===== config.mk =====
export PLATFORM = sky130hd
export DESIGN_NAME = latency_stats_histogram_monitor
export DESIGN_NICKNAME = d
export VERILOG_FILES = /design/src/hdl/lshm_pkg.sv /design/src/hdl/lshm_divider.sv /design/src/hdl/lshm_datapath.sv /design/src/hdl/lshm_ctrl.sv /design/src/hdl/latency_stats_histogram_monitor.sv
export SDC_FILE = /design/constraint.sdc
export NUM_CORES = 2
export LEC_CHECK = 0
export BUFFER_PORTS_ARGS = -buffer_cell sky130_fd_sc_hd__buf_2
export CAP_MARGIN = 40
export CORE_ASPECT_RATIO = 1.2
export CORE_MARGIN = 8
export CORE_UTILIZATION = 55
export CTS_CLUSTER_SIZE = 12
export DETAILED_ROUTE_END_ITERATION = 8
export GPL_TIMING_DRIVEN = 0
export MAX_ROUTING_LAYER = met4
export PLACE_DENSITY = 0.82
export SETUP_SLACK_MARGIN = 0.05
export SLEW_MARGIN = 10
export SYNTH_ARGS = -nofsm -noshare
export SYNTH_HDL_FRONTEND = slang
export SYNTH_SLANG_ARGS = --single-unit

===== constraint.sdc =====
create_clock -name clock -period 9.5 [get_ports clock]
set_input_delay 0.475 -clock clock [delete_from_list [all_inputs] [get_ports clock]]
set_output_delay 0.475 -clock clock [all_outputs]
set_load 0.05 [all_outputs]

===== src/hdl/lshm_pkg.sv =====
// Package with constants, types and helper functions of the latency statistics monitor.
package lshm_pkg;

   localparam int LatBits = 32;
   localparam int CntBits = 32;
   localparam int SumBits = 64;
   localparam int ValBits = 33;
   localparam int Buckets = 8;
   localparam int BktBits = 3;
   localparam int IdxBits = 4;
   localparam int NumStats = 13;

   localparam logic [CntBits-1:0] CntMax = {CntBits{1'b1}};
   localparam logic [ValBits-1:0] ValMax = {ValBits{1'b1}};

   typedef enum logic [1:0] {
      KIND_RECORD = 2'd0,
      KIND_PEEK   = 2'd1,
      KIND_TAKE   = 2'd2,
      KIND_RESET  = 2'd3
   } kind_type;

   typedef enum logic [IdxBits-1:0] {
      STAT_COUNT   = 4'd0,
      STAT_CAP_MIN = 4'd1,
      STAT_CAP_MAX = 4'd2,
      STAT_CAP_AVG = 4'd3,
      STAT_WR_MIN  = 4'd4,
      STAT_WR_MAX  = 4'd5,
      STAT_WR_AVG  = 4'd6,
      STAT_TOT_MIN = 4'd7,
      STAT_TOT_MAX = 4'd8,
      STAT_TOT_AVG = 4'd9,
      STAT_P50     = 4'd10,
      STAT_P95     = 4'd11,
      STAT_P99     = 4'd12
   } stat_type;

   typedef enum logic [2:0] {
      ST_IDLE,
      ST_DIV_START,
      ST_DIV_WAIT,
      ST_PCT,
      ST_EMIT
   } state_type;

   // Commands from the controller to the datapath.
   typedef struct packed {
      logic             record;
      logic             clear;
      logic             div_start;
      logic             pct_start;
      logic             pct_step;
      logic             emit;
      logic [IdxBits-1:0] idx;
   } cmd_type;

   // Status from the datapath to the controller.
   typedef struct packed {
      logic div_done;
      logic pct_done;
      logic empty;
   } sts_type;

   function automatic logic [BktBits-1:0] bucket_of(input logic [LatBits-1:0] us);
      logic [BktBits-1:0] b;
      b = 3'd0;
      if (us >= 32'd100)    b = 3'd1;
      if (us >= 32'd500)    b = 3'd2;
      if (us >= 32'd1000)   b = 3'd3;
      if (us >= 32'd5000)   b = 3'd4;
      if (us >= 32'd10000)  b = 3'd5;
      if (us >= 32'd50000)  b = 3'd6;
      if (us >= 32'd100000) b = 3'd7;
      return b;
   endfunction

   function automatic logic [ValBits-1:0] bucket_mid(input logic [BktBits-1:0] b);
      logic [ValBits-1:0] m;
      case (b)
         3'd0:    m = 33'd50;
         3'd1:    m = 33'd300;
         3'd2:    m = 33'd750;
         3'd3:    m = 33'd3000;
         3'd4:    m = 33'd7500;
         3'd5:    m = 33'd30000;
         3'd6:    m = 33'd75000;
         default: m = 33'd200000;
      endcase
      return m;
   endfunction

endpackage


===== src/hdl/lshm_divider.sv =====
// Restoring divider, one quotient bit per cycle, for the 64-bit sum over the sample count.
module lshm_divider import lshm_pkg::*; (
   input  logic               clock,
   input  logic               reset,
   input  logic               start,
   input  logic [SumBits-1:0] dividend,
   input  logic [CntBits-1:0] divisor,
   output logic               done,
   output logic [SumBits-1:0] quotient
);

   logic [SumBits-1:0] quo_ff, quo_in;
   logic [CntBits:0]   rem_ff, rem_in;
   logic [CntBits-1:0] dvs_ff, dvs_in;
   logic [6:0]         cnt_ff, cnt_in;
   logic               busy_ff, busy_in;
   logic               done_ff, done_in;
   logic [CntBits:0]   trial;

   always_comb begin
      quo_in  = quo_ff;
      rem_in  = rem_ff;
      dvs_in  = dvs_ff;
      cnt_in  = cnt_ff;
      busy_in = busy_ff;
      done_in = 1'b0;
      trial   = {rem_ff[CntBits-1:0], quo_ff[SumBits-1]};
      if (start) begin
         quo_in  = dividend;
         rem_in  = '0;
         dvs_in  = divisor;
         cnt_in  = 7'd0;
         busy_in = 1'b1;
      end else if (busy_ff) begin
         // Shift one dividend bit into the partial remainder and try a subtraction.
         if (trial >= {1'b0, dvs_ff}) begin
            rem_in = trial - {1'b0, dvs_ff};
            quo_in = {quo_ff[SumBits-2:0], 1'b1};
         end else begin
            rem_in = trial;
            quo_in = {quo_ff[SumBits-2:0], 1'b0};
         end
         cnt_in = cnt_ff + 7'd1;
         if (cnt_ff == 7'(SumBits - 1)) begin
            busy_in = 1'b0;
            done_in = 1'b1;
         end
      end
   end

   always_ff @(posedge clock) begin
      quo_ff <= quo_in;
      rem_ff <= rem_in;
      dvs_ff <= dvs_in;
      cnt_ff <= cnt_in;
      if (reset) begin
         busy_ff <= 1'b0;
         done_ff <= 1'b0;
      end else begin
         busy_ff <= busy_in;
         done_ff <= done_in;
      end
   end

   assign done     = done_ff;
   assign quotient = quo_ff;

endmodule


===== src/hdl/lshm_datapath.sv =====
// Datapath of the latency statistics monitor: window registers, averages and percentiles.
module lshm_datapath import lshm_pkg::*; (
   input  logic               clock,
   input  logic               reset,
   input  cmd_type            cmd,
   input  logic [LatBits-1:0] cap,
   input  logic [LatBits-1:0] wr,
   output sts_type            sts,
   output logic [ValBits-1:0] value
);

   logic [CntBits-1:0] count_ff;
   logic [SumBits-1:0] sum_cap_ff, sum_wr_ff, sum_tot_ff;
   logic [LatBits-1:0] min_cap_ff, max_cap_ff, min_wr_ff, max_wr_ff;
   logic [LatBits:0]   min_tot_ff, max_tot_ff;
   logic [CntBits-1:0] bkt_ff [Buckets];

   logic [LatBits:0]   tot;
   logic [BktBits-1:0] bkt;
   logic [SumBits:0]   sc, sw, st;

   // Averages: three divisions run one after another on the shared divider.
   logic [1:0]         dsel_ff;
   logic [ValBits-1:0] avg_ff [3];
   logic               div_go_ff;
   logic               div_done;
   logic [SumBits-1:0] div_q, div_a;

   // Percentile walk: one bucket per cycle, all three targets in parallel.
   logic [CntBits+6:0] tgt_ff [3];
   logic [CntBits+3:0] acc_ff;
   logic [BktBits-1:0] pb_ff;
   logic               pwalk_ff;
   logic [2:0]         pfound_ff;
   logic [ValBits-1:0] pct_ff [3];
   logic [CntBits+3:0] acc_nx;
   logic [CntBits+10:0] acc_x100;
   logic [CntBits+6:0] prod [3];

   assign tot = {1'b0, cap} + {1'b0, wr};
   assign bkt = bucket_of(cap);
   assign sc  = {1'b0, sum_cap_ff} + {{(SumBits-LatBits+1){1'b0}}, cap};
   assign sw  = {1'b0, sum_wr_ff}  + {{(SumBits-LatBits+1){1'b0}}, wr};
   assign st  = {1'b0, sum_tot_ff} + {{(SumBits-LatBits){1'b0}}, tot};

   always_ff @(posedge clock) begin
      if (reset || cmd.clear) begin
         count_ff   <= '0;
         sum_cap_ff <= '0;
         sum_wr_ff  <= '0;
         sum_tot_ff <= '0;
         min_cap_ff <= '1;
         max_cap_ff <= '0;
         min_wr_ff  <= '1;
         max_wr_ff  <= '0;
         min_tot_ff <= '1;
         max_tot_ff <= '0;
         for (int i = 0; i < Buckets; i++) bkt_ff[i] <= '0;
      end else if (cmd.record) begin
         if (count_ff != CntMax) count_ff <= count_ff + 1'b1;
         sum_cap_ff <= sc[SumBits] ? '1 : sc[SumBits-1:0];
         sum_wr_ff  <= sw[SumBits] ? '1 : sw[SumBits-1:0];
         sum_tot_ff <= st[SumBits] ? '1 : st[SumBits-1:0];
         if (cap < min_cap_ff) min_cap_ff <= cap;
         if (cap > max_cap_ff) max_cap_ff <= cap;
         if (wr < min_wr_ff)   min_wr_ff  <= wr;
         if (wr > max_wr_ff)   max_wr_ff  <= wr;
         if (tot < min_tot_ff) min_tot_ff <= tot;
         if (tot > max_tot_ff) max_tot_ff <= tot;
         if (bkt_ff[bkt] != CntMax) bkt_ff[bkt] <= bkt_ff[bkt] + 1'b1;
      end
   end

   always_comb begin
      case (dsel_ff)
         2'd0:    div_a = sum_cap_ff;
         2'd1:    div_a = sum_wr_ff;
         default: div_a = sum_tot_ff;
      endcase
   end

   lshm_divider u_div (
      .clock    (clock),
      .reset    (reset),
      .start    (div_go_ff),
      .dividend (div_a),
      .divisor  (count_ff),
      .done     (div_done),
      .quotient (div_q)
   );

   always_ff @(posedge clock) begin
      if (reset) begin
         dsel_ff   <= 2'd0;
         div_go_ff <= 1'b0;
      end else begin
         div_go_ff <= 1'b0;
         if (cmd.div_start) begin
            dsel_ff   <= 2'd0;
            div_go_ff <= 1'b1;
         end else if (div_done) begin
            avg_ff[dsel_ff] <= (div_q > {{(SumBits-ValBits){1'b0}}, ValMax}) ?
                               ValMax : div_q[ValBits-1:0];
            if (dsel_ff != 2'd2) begin
               dsel_ff   <= dsel_ff + 2'd1;
               div_go_ff <= 1'b1;
            end else begin
               dsel_ff <= 2'd3;
            end
         end
      end
   end

   // Products of the count with each percentage, registered at the start of the walk.
   assign prod[0] = 39'(count_ff) * 39'd50;
   assign prod[1] = 39'(count_ff) * 39'd95;
   assign prod[2] = 39'(count_ff) * 39'd99;
   assign acc_nx  = acc_ff + 36'(bkt_ff[pb_ff]);
   // The running total reaches floor(count * p / 100) exactly when
   // 100 * total + 100 exceeds count * p, so no division is needed.
   assign acc_x100 = {1'b0, acc_nx, 6'd0} + {2'd0, acc_nx, 5'd0} + {5'd0, acc_nx, 2'd0} +
                     43'd100;

   always_ff @(posedge clock) begin
      if (reset) begin
         pwalk_ff  <= 1'b0;
         pfound_ff <= '0;
         pb_ff     <= '0;
         acc_ff    <= '0;
      end else if (cmd.pct_start) begin
         for (int j = 0; j < 3; j++) tgt_ff[j] <= prod[j];
         pwalk_ff  <= 1'b0;
         pfound_ff <= '0;
         pb_ff     <= '0;
         acc_ff    <= '0;
      end else if (cmd.pct_step) begin
         if (!pwalk_ff) begin
            pwalk_ff <= 1'b1;
         end else begin
            for (int j = 0; j < 3; j++) begin
               if (!pfound_ff[j] &&
                   (acc_x100 > {4'd0, tgt_ff[j]} || pb_ff == BktBits'(Buckets - 1))) begin
                  pfound_ff[j] <= 1'b1;
                  pct_ff[j]    <= bucket_mid(pb_ff);
               end
            end
            acc_ff <= acc_nx;
            if (pb_ff != BktBits'(Buckets - 1)) pb_ff <= pb_ff + 1'b1;
         end
      end
   end

   assign sts.div_done = (dsel_ff == 2'd3) && !div_go_ff;
   assign sts.pct_done = &pfound_ff;
   assign sts.empty    = (count_ff == '0);

   always_comb begin
      value = '0;
      if (!sts.empty) begin
         case (stat_type'(cmd.idx))
            STAT_COUNT:   value = ValBits'(count_ff);
            STAT_CAP_MIN: value = ValBits'(min_cap_ff);
            STAT_CAP_MAX: value = ValBits'(max_cap_ff);
            STAT_CAP_AVG: value = avg_ff[0];
            STAT_WR_MIN:  value = ValBits'(min_wr_ff);
            STAT_WR_MAX:  value = ValBits'(max_wr_ff);
            STAT_WR_AVG:  value = avg_ff[1];
            STAT_TOT_MIN: value = min_tot_ff;
            STAT_TOT_MAX: value = max_tot_ff;
            STAT_TOT_AVG: value = avg_ff[2];
            STAT_P50:     value = pct_ff[0];
            STAT_P95:     value = pct_ff[1];
            STAT_P99:     value = pct_ff[2];
            default:      value = '0;
         endcase
      end
   end

`ifndef SYNTHESIS
   a_min_le_max: assert property (@(posedge clock) disable iff (reset)
      (count_ff != '0) |-> (min_cap_ff <= max_cap_ff && min_tot_ff <= max_tot_ff))
      else $error("minimum above maximum in a non-empty window");
   a_clear_empties: assert property (@(posedge clock) disable iff (reset)
      cmd.clear |=> (count_ff == '0))
      else $error("window not empty after clear");
   a_no_record_while_div: assert property (@(posedge clock) disable iff (reset)
      div_go_ff |-> !cmd.record)
      else $error("record during average computation");
`endif

endmodule


===== src/hdl/lshm_ctrl.sv =====
// Controller state machine of the latency statistics monitor.
module lshm_ctrl import lshm_pkg::*; (
   input  logic       clock,
   input  logic       reset,
   input  logic       start,
   input  logic [1:0] kind,
   input  sts_type    sts,
   output logic       busy,
   output cmd_type    cmd,
   output logic       strobe,
   output logic       last
);

   state_type          state_ff, state_in;
   logic               take_ff, take_in;
   logic [IdxBits-1:0] idx_ff, idx_in;
   logic               go;

   assign go = start && (state_ff == ST_IDLE);

   always_comb begin
      state_in = state_ff;
      take_in  = take_ff;
      idx_in   = idx_ff;
      case (state_ff)
         ST_IDLE: begin
            if (go && (kind == KIND_PEEK || kind == KIND_TAKE)) begin
               take_in  = (kind == KIND_TAKE);
               idx_in   = '0;
               state_in = ST_DIV_START;
            end
         end
         ST_DIV_START: state_in = ST_DIV_WAIT;
         ST_DIV_WAIT:  if (sts.div_done) state_in = ST_PCT;
         ST_PCT:       if (sts.pct_done) state_in = ST_EMIT;
         ST_EMIT: begin
            idx_in = idx_ff + 1'b1;
            if (idx_ff == IdxBits'(NumStats - 1)) state_in = ST_IDLE;
         end
         default: state_in = ST_IDLE;
      endcase
   end

   always_comb begin
      cmd           = '0;
      cmd.idx       = idx_ff;
      cmd.record    = go && (kind == KIND_RECORD);
      cmd.div_start = (state_ff == ST_IDLE) && state_in == ST_DIV_START;
      cmd.pct_start = (state_ff == ST_DIV_START);
      cmd.pct_step  = (state_ff == ST_DIV_WAIT) || (state_ff == ST_PCT);
      cmd.emit      = (state_ff == ST_EMIT);
      cmd.clear     = (go && kind == KIND_RESET) ||
                      (state_ff == ST_EMIT && take_ff && idx_ff == IdxBits'(NumStats - 1));
      strobe        = cmd.emit;
      last          = cmd.emit && idx_ff == IdxBits'(NumStats - 1);
      busy          = (state_ff != ST_IDLE);
   end

   always_ff @(posedge clock) begin
      take_ff <= take_in;
      idx_ff  <= idx_in;
      if (reset) state_ff <= ST_IDLE;
      else       state_ff <= state_in;
   end

`ifndef SYNTHESIS
   a_last_ends_run: assert property (@(posedge clock) disable iff (reset)
      last |=> !busy)
      else $error("run did not end after last statistic");
   a_emit_order: assert property (@(posedge clock) disable iff (reset)
      (strobe && !last) |=> (strobe && idx_ff == $past(idx_ff) + 1'b1))
      else $error("statistics not emitted in order");
   a_record_idle: assert property (@(posedge clock) disable iff (reset)
      cmd.record |-> !busy)
      else $error("record accepted while busy");
`endif

endmodule


===== src/hdl/latency_stats_histogram_monitor.sv =====
// Top level of the latency statistics monitor with capture-latency histogram.
// Usage: drive req_kind and the two latencies with start high; an item is
// transferred at a rising edge where start is high and busy is low.
// A record (kind 0) and a reset (kind 3) give no result;
// busy stays low, so records can be transferred in every cycle.
// A peek (kind 1) or take (kind 2) raises busy and produces a run of 13
// results on rsp_stat_index, rsp_stat_value and rsp_last, each marked by
// rsp_strobe for one cycle, in index order, with rsp_last on the final one.
// The averages come from one shared bit-serial divider doing 64 steps per
// average, three averages in sequence; the results follow once the averages
// and the percentile walk are done. Busy falls after the last result, so the
// next item can be transferred in the cycle after it.
// A take clears the window in the cycle of its last result.
// The receiver cannot stall: every result must be taken in its strobe cycle.
// Reset empties the window (minima to all ones) and returns the block to idle.
module latency_stats_histogram_monitor import lshm_pkg::*; (
   input  logic               clock,
   input  logic               reset,
   input  logic               start,
   output logic               busy,
   input  logic [1:0]         req_kind,
   input  logic [LatBits-1:0] req_capture_latency,
   input  logic [LatBits-1:0] req_write_latency,
   output logic               rsp_strobe,
   output logic [IdxBits-1:0] rsp_stat_index,
   output logic [ValBits-1:0] rsp_stat_value,
   output logic               rsp_last
);

   cmd_type cmd;
   sts_type sts;

   lshm_ctrl u_ctrl (
      .clock  (clock),
      .reset  (reset),
      .start  (start),
      .kind   (req_kind),
      .sts    (sts),
      .busy   (busy),
      .cmd    (cmd),
      .strobe (rsp_strobe),
      .last   (rsp_last)
   );

   lshm_datapath u_dp (
      .clock (clock),
      .reset (reset),
      .cmd   (cmd),
      .cap   (req_capture_latency),
      .wr    (req_write_latency),
      .sts   (sts),
      .value (rsp_stat_value)
   );

   assign rsp_stat_index = cmd.idx;

endmodule

### Yosys cells after proc, flatten, opt, wreduce, memory -nomap -nowiden

Memories as Yosys holds them, arrays and structs flattened. A register that Yosys moved wholly into a read port is not among the register bits.
Cells that the tools add are included.

* add/subtract/negate cells: 15
* $mul: 3
* magnitude comparators: 18
* eq/ne operators: 35
* mux-type cells: 85
* bitwise logic cells: 1
* reductions and logical operators: 51

Operator list (count)
* 2-to-1 mux 33 bit: 17
* case mux 33 bit (13 select lines): 1
* 2-to-1 mux 64 bit: 5
* adder 64 x 32 -> 65 bit: 2
* > comparator 43 x 39 -> 1 bit: 3
* case mux 64 bit (2 select lines): 1
* case mux 18 bit (7 select lines): 1
* multiplier 32 x 7 -> 39 bit (second input constant): 2
* adder 64 x 33 -> 65 bit: 1
* adder 32 x 1 -> 32 bit (second input constant): 2
* > comparator 32 bit: 2
* > comparator 64 x 33 -> 1 bit (second input constant): 1
* less-than comparator 32 bit: 2
* 2-to-1 mux 32 bit: 2
* inequality test 32 bit (second input constant): 2
* adder 42 x 41 -> 43 bit: 1
* adder 43 x 38 -> 43 bit: 1
* adder 43 x 7 -> 43 bit (second input constant): 1
* 2-to-1 mux 1 bit: 41
* multiplier 32 x 5 -> 37 bit (second input constant): 1
* adder 36 x 32 -> 36 bit: 1
* adder 32 x 32 -> 33 bit: 1
* greater-or-equal comparator 33 x 32 -> 1 bit: 1
* > comparator 33 bit: 1
* 45 further kinds: 115

* register bits: 609
* bits in writable memories: 571
* input port bits: 69
* output and inout port bits: 40
* logic and storage cells: 239
* memories kept: 4

Memories
* u_dp.bkt_ff: depth 8, bits a word 32, rd ports 2, clocked after memory_dff 1, wr ports 8, RTL line lshm_datapath.sv:16 `logic [CntBits-1:0] bkt_ff [Buckets];`
* u_dp.tgt_ff: depth 3, bits a word 39, rd ports 3, clocked after memory_dff 0, wr ports 3, RTL line lshm_datapath.sv:30 `logic [CntBits+6:0] tgt_ff [3];`
* u_dp.avg_ff: depth 3, bits a word 33, rd ports 3, clocked after memory_dff 0, wr ports 1, RTL line lshm_datapath.sv:24 `logic [ValBits-1:0] avg_ff [3];`
* u_dp.pct_ff: depth 3, bits a word 33, rd ports 3, clocked after memory_dff 0, wr ports 3, RTL line lshm_datapath.sv:35 `logic [ValBits-1:0] pct_ff [3];`

### Logic depth before layout (Yosys ltp)

An unclocked memory read counts as a cell.

* word-level depth: 16
* gate-level depth with buffers: 41
* mapped depth without buffers: 39

### Hierarchy

Synthesis repeated with hierarchy kept, for this count alone.

* cell total of the unflattened synthesis: 8421
* area total of the unflattened synthesis: 81135.3 um^2

By module, submodules not included
* lshm_datapath: instances 1, cells each 7695, area an instance 73221.5 um^2, seq. area each 24813.8 um^2
* lshm_divider: instances 1, cells each 672, area an instance 7412.1 um^2, seq. area each 3703.6 um^2
* lshm_ctrl: instances 1, cells each 54, area an instance 501.7 um^2, seq. area each 210.2 um^2

### Least setup slack after synthesis

No wires, ideal clock.

* path type: flip-flop to flip-flop
* from: register (tool-made name)
* to: memory u_dp.pct_ff[2][1] (netlist: u_dp.pct_ff[0][67]), enable pin
* library setup time: 0.390 ns
* data arrival time: 9.550 ns
* data required time: 9.110 ns
* slack: -0.441 ns
* stages on the path, launching flop included: 41
* path buffers: 2
* clock period less this slack: 9.941 ns
* path through: dfxtp_1 > clkbuf_1 > buf_1 > mux4_2 > mux2_2 > ha_1 > fa_1 > a21o_1 > a21oi_1 > nor2b_1 > o311ai_0 > a21oi_1 > a21o_1 > a21oi_1 > o21ai_0 > a21o_1 > a21oi_1 > xnor2_1 > (+5 left out) > a21o_1 > a21oi_1 > o21ai_0 > a211oi_1 > a21o_1 > o21ai_0 > xor2_1 > ha_1 > nand4_1 > nor2_1 > nand3_1 > a311oi_1 > or4b_2 > a21oi_1 > a211o_1 > maj3_1 > a21oi_1 > nor2b_1

RTL lines (RTL line)
* end: declaration: lshm_datapath.sv:35

==> reports/metrics.cfg <==
[power]
power_mw = 13.7
peakVddDrop_mv = 0.172
leakage_nw = 39.8
powerDensity_nw_per_um2 = 152

[synth]
syn-num-nets = 9527
synth_edf_count = 616
ys_types = 98
synthArstFlopShare = 0
postSynthAreaPerCell_um2 = 9.57
synth-seq-cells = 1127
netlist_area_um2 = 80100
synth_warnings = 0
yosysSeqAreaShare = 0.359
syn-instance-count = 8366
ys.flop_type = edfxtp_1

[detailed_routing]
via_count = 69368
wl_um = 274000
firstDrtPassIters = 7
drt_iter0_drc = 7898
wl_per_cell_um = 25.3
post-route-drc-count = 0
avgViaCountPerCell = 6.42
drtAntennaViolNets = 0

[critical_path]
path_max_fanout = 10
end_kind = register
worstSetupPathType = reg -> reg
critPathMaxStageDelay_ns = 0.52
critPathLaunchType = register
r2r_end = u_dp.pct_ff[0][73]
r2r_setup_slack_ns = -0.15
reg2reg_depth = 40
cp.arrival_ns = 10.15
worstPathRequired_ns = 10.00
slowest_stage = dfxtp_4

[clock_network]
clkSlewWorstSetupHoldPaths_ns = 0.06
ctsHoldBuffers = 0
cts-root-buf = clkbuf_16
insertion_delay_ns = 0.79
cts_tree = yes
cts_sinks = 1127
clock_path_buffers = 3
numCtsBuffers = 120
htreeDepth = 3

[timing]
tns_ns = -2.12
min_period_ns = 9.65
setup_viol_count_final = 16
fin_crit_sh = 1.02
setup_ws_ns = -0.148
grt_setup_unrepaired = true
worst_pin_slew_ns = 1.01
clock_skew_ns = 0.0884
finalHoldViolCount = 0
max-slew-margin-rel = 0.328
report.final.slew_viol_count = 0
fmax_mhz = 104

[floorplan]
io_pins = 109
coreArea_um2 = 145000
rows = 153
dieWidth_um = 364
start_util = 0.553
chipHeight_um = 434
fp.dieArea_um2 = 158000

[global_route]
grt_first_pass_wirelength_um = 404000
track_usage = 0.341
grt_max_degree = 65
antenna_found_initial = 7
grt_pass1_vias = 69717
globalRouteOverflowTotal = 0

[cells_and_area]
area_growth_pct = 12.5
nets = 9908
final_common_cell = inv_1
finalNonFillerCells = 10800
drive_gt1_frac = 0.0973
fin_area_um2 = 90100
final_cell_mix = inv_1 (893), ha_1 (829), nor2_1 (739)

[placement]
port_buffers = 108
dpl.cell_count = 10487
detailed_place_hpwl_um = 207000
gp_congestion = 1.02
place_area_um2 = 84200
place_ws_ns = -3.32

[worst_hold_path]
hold_class = in -> reg
hold_path_depth = 3
hold_path_end = u_dp.min_wr_ff[5]
worstHoldStart = req_write_latency[5]

[job]
cap_violations = 0

[outcome]
outcome = finished, violations left
failed_checks = negative setup slack

-- worst max-delay path by stage --
stage                        start                 end  slack, ns  depth (start not counted)
after floorplan           register  u_dp.pct_ff[0][67]       0.09                         40
after detailed placement  register  u_dp.pct_ff[0][71]      -3.32                         42
after global placement    register  u_dp.pct_ff[0][71]      -3.79                         37
after CTS                 register  u_dp.pct_ff[0][76]       0.05                         41
final                     register  u_dp.pct_ff[0][73]      -0.15                         40
after global routing      register  u_dp.pct_ff[0][76]      -0.38                         41
-- flip-flops by register name, indices dropped and copies added, names as in the netlist, 33 cells and up, named ones only --
name and flops:
u_dp.sum_tot_ff 64, u_dp.sum_cap_ff 64, u_dp.pct_ff 48, u_dp.min_tot_ff 33
u_dp.u_div.quotient 64, u_dp.max_tot_ff 33, u_dp.bkt_ff 256, u_dp.acc_ff 36
u_dp.sum_wr_ff 64, u_dp.avg_ff 99, u_dp.tgt_ff 112
-- routing by layer --
layer | GRT usage | routed length, um
met1 | 0.381 | 95800
met2 | 0.546 | 125000
met3 | 0.0595 | 26200
met4 | 0.257 | 26300
met5 | - | 0
-- per-stage QoR --
step	utilization	hold WS, ns
after floorplan	-	0.436
after global placement	0.574	0.443
after detailed placement	0.581	0.454
after CTS	0.616	0.0360
after global routing	0.623	0.0799
final	0.623	0.0746
-- kinds of logic (layout without fill, tap and decap cells) --
kind of cell    after synthesis  in the layout  share of synthesized area
simple gates               2155           2155                      0.126
compound gates             2024           2024                      0.165
buf+inv                    1228           1715                     0.0611
flops                      1127           1127                      0.359
fa+ha+maj                  1096           1096                      0.192
xor+xnor                    418            418                     0.0458
mux                         318            318                     0.0506
other cells                   0             10                          0
-- what timing repair did --
action / CTS / global route
resized for setup: 141 / 122
endpoints found under the setup margin: 51 / 51
buffers inserted: 41 / 39
pin swaps: 36 / 96
gates cloned: 1 / 0
-- cell usage after synthesis, drive strengths merged, types with 12 or more instances --
| library cell | n | share of area |
|---|---|---|
| o21bai | 43 | 0.0040 |
| nor2b | 87 | 0.0068 |
| a211o | 13 | 0.0014 |
| a2111oi | 14 | 0.0015 |
| mux2i | 200 | 0.025 |
| or2 | 31 | 0.0024 |
| a211oi | 72 | 0.0072 |
| mux4 | 64 | 0.018 |
| a221oi | 84 | 0.0093 |
| clkbuf | 256 | 0.012 |
| edfxtp | 616 | 0.23 |
| nand2b | 71 | 0.0055 |
| a22oi | 130 | 0.012 |
| nor2 | 749 | 0.035 |
| ha | 866 | 0.14 |
| dfxtp | 511 | 0.13 |
| a22o | 57 | 0.0062 |
| inv | 896 | 0.042 |
| a311oi | 19 | 0.0021 |
| or3 | 67 | 0.0054 |
| and3 | 85 | 0.0066 |
| a222oi | 12 | 0.0015 |
| and2 | 48 | 0.0037 |
| nand4 | 104 | 0.0081 |
| xnor2 | 281 | 0.031 |
| nor3 | 99 | 0.0062 |
| a21o | 231 | 0.022 |
| nor4 | 38 | 0.0034 |
| fa | 226 | 0.056 |
| o211ai | 85 | 0.0080 |
| mux2 | 54 | 0.0076 |
| o21a | 57 | 0.0053 |
| o31ai | 20 | 0.0019 |
| a21oi | 575 | 0.036 |
| buf | 74 | 0.0070 |
| nand3 | 153 | 0.0096 |
| a21boi | 15 | 0.0014 |
| nand3b | 15 | 0.0015 |
| o21ai | 319 | 0.020 |
| a31oi | 149 | 0.012 |
| and4 | 23 | 0.0025 |
| xor2 | 137 | 0.015 |
| nand2 | 551 | 0.026 |
| o22ai | 36 | 0.0029 |
-- critical path, delay by kind of cell, from the launching register on --
| family | cells | cell delay (ns) |
|---|---|---|
| AO/OA/AOI/OAI | 18 | 3.75 |
| XOR/XNOR | 2 | 0.30 |
| adder cells (fa/ha/maj) | 6 | 1.99 |
| buffers and inverters | 5 | 0.92 |
| flip-flops | 1 | 0.52 |
| multiplexers | 2 | 0.69 |
| AND/OR/NAND/NOR | 7 | 1.19 |
-- cell type report --
cell class,instances,area (um^2)
antenna,10,25.0
buffer,325,1590
clock buffer,190,3540
clock inverter,38,419
fill,11499,54600
inverter,898,3370
multi-input combinational,6011,47800
sequential,1127,28700
tap,1937,2420
timing repair buffer,264,2270
-- power breakdown --
group	total (mW)	switching (mW)	internal, mW
Sequential	5.53	0.170	5.36
Clock	4.80	2.11	2.69
Combinational	3.34	2.02	1.32
Note: power is estimated with default switching activity, not from simulation.
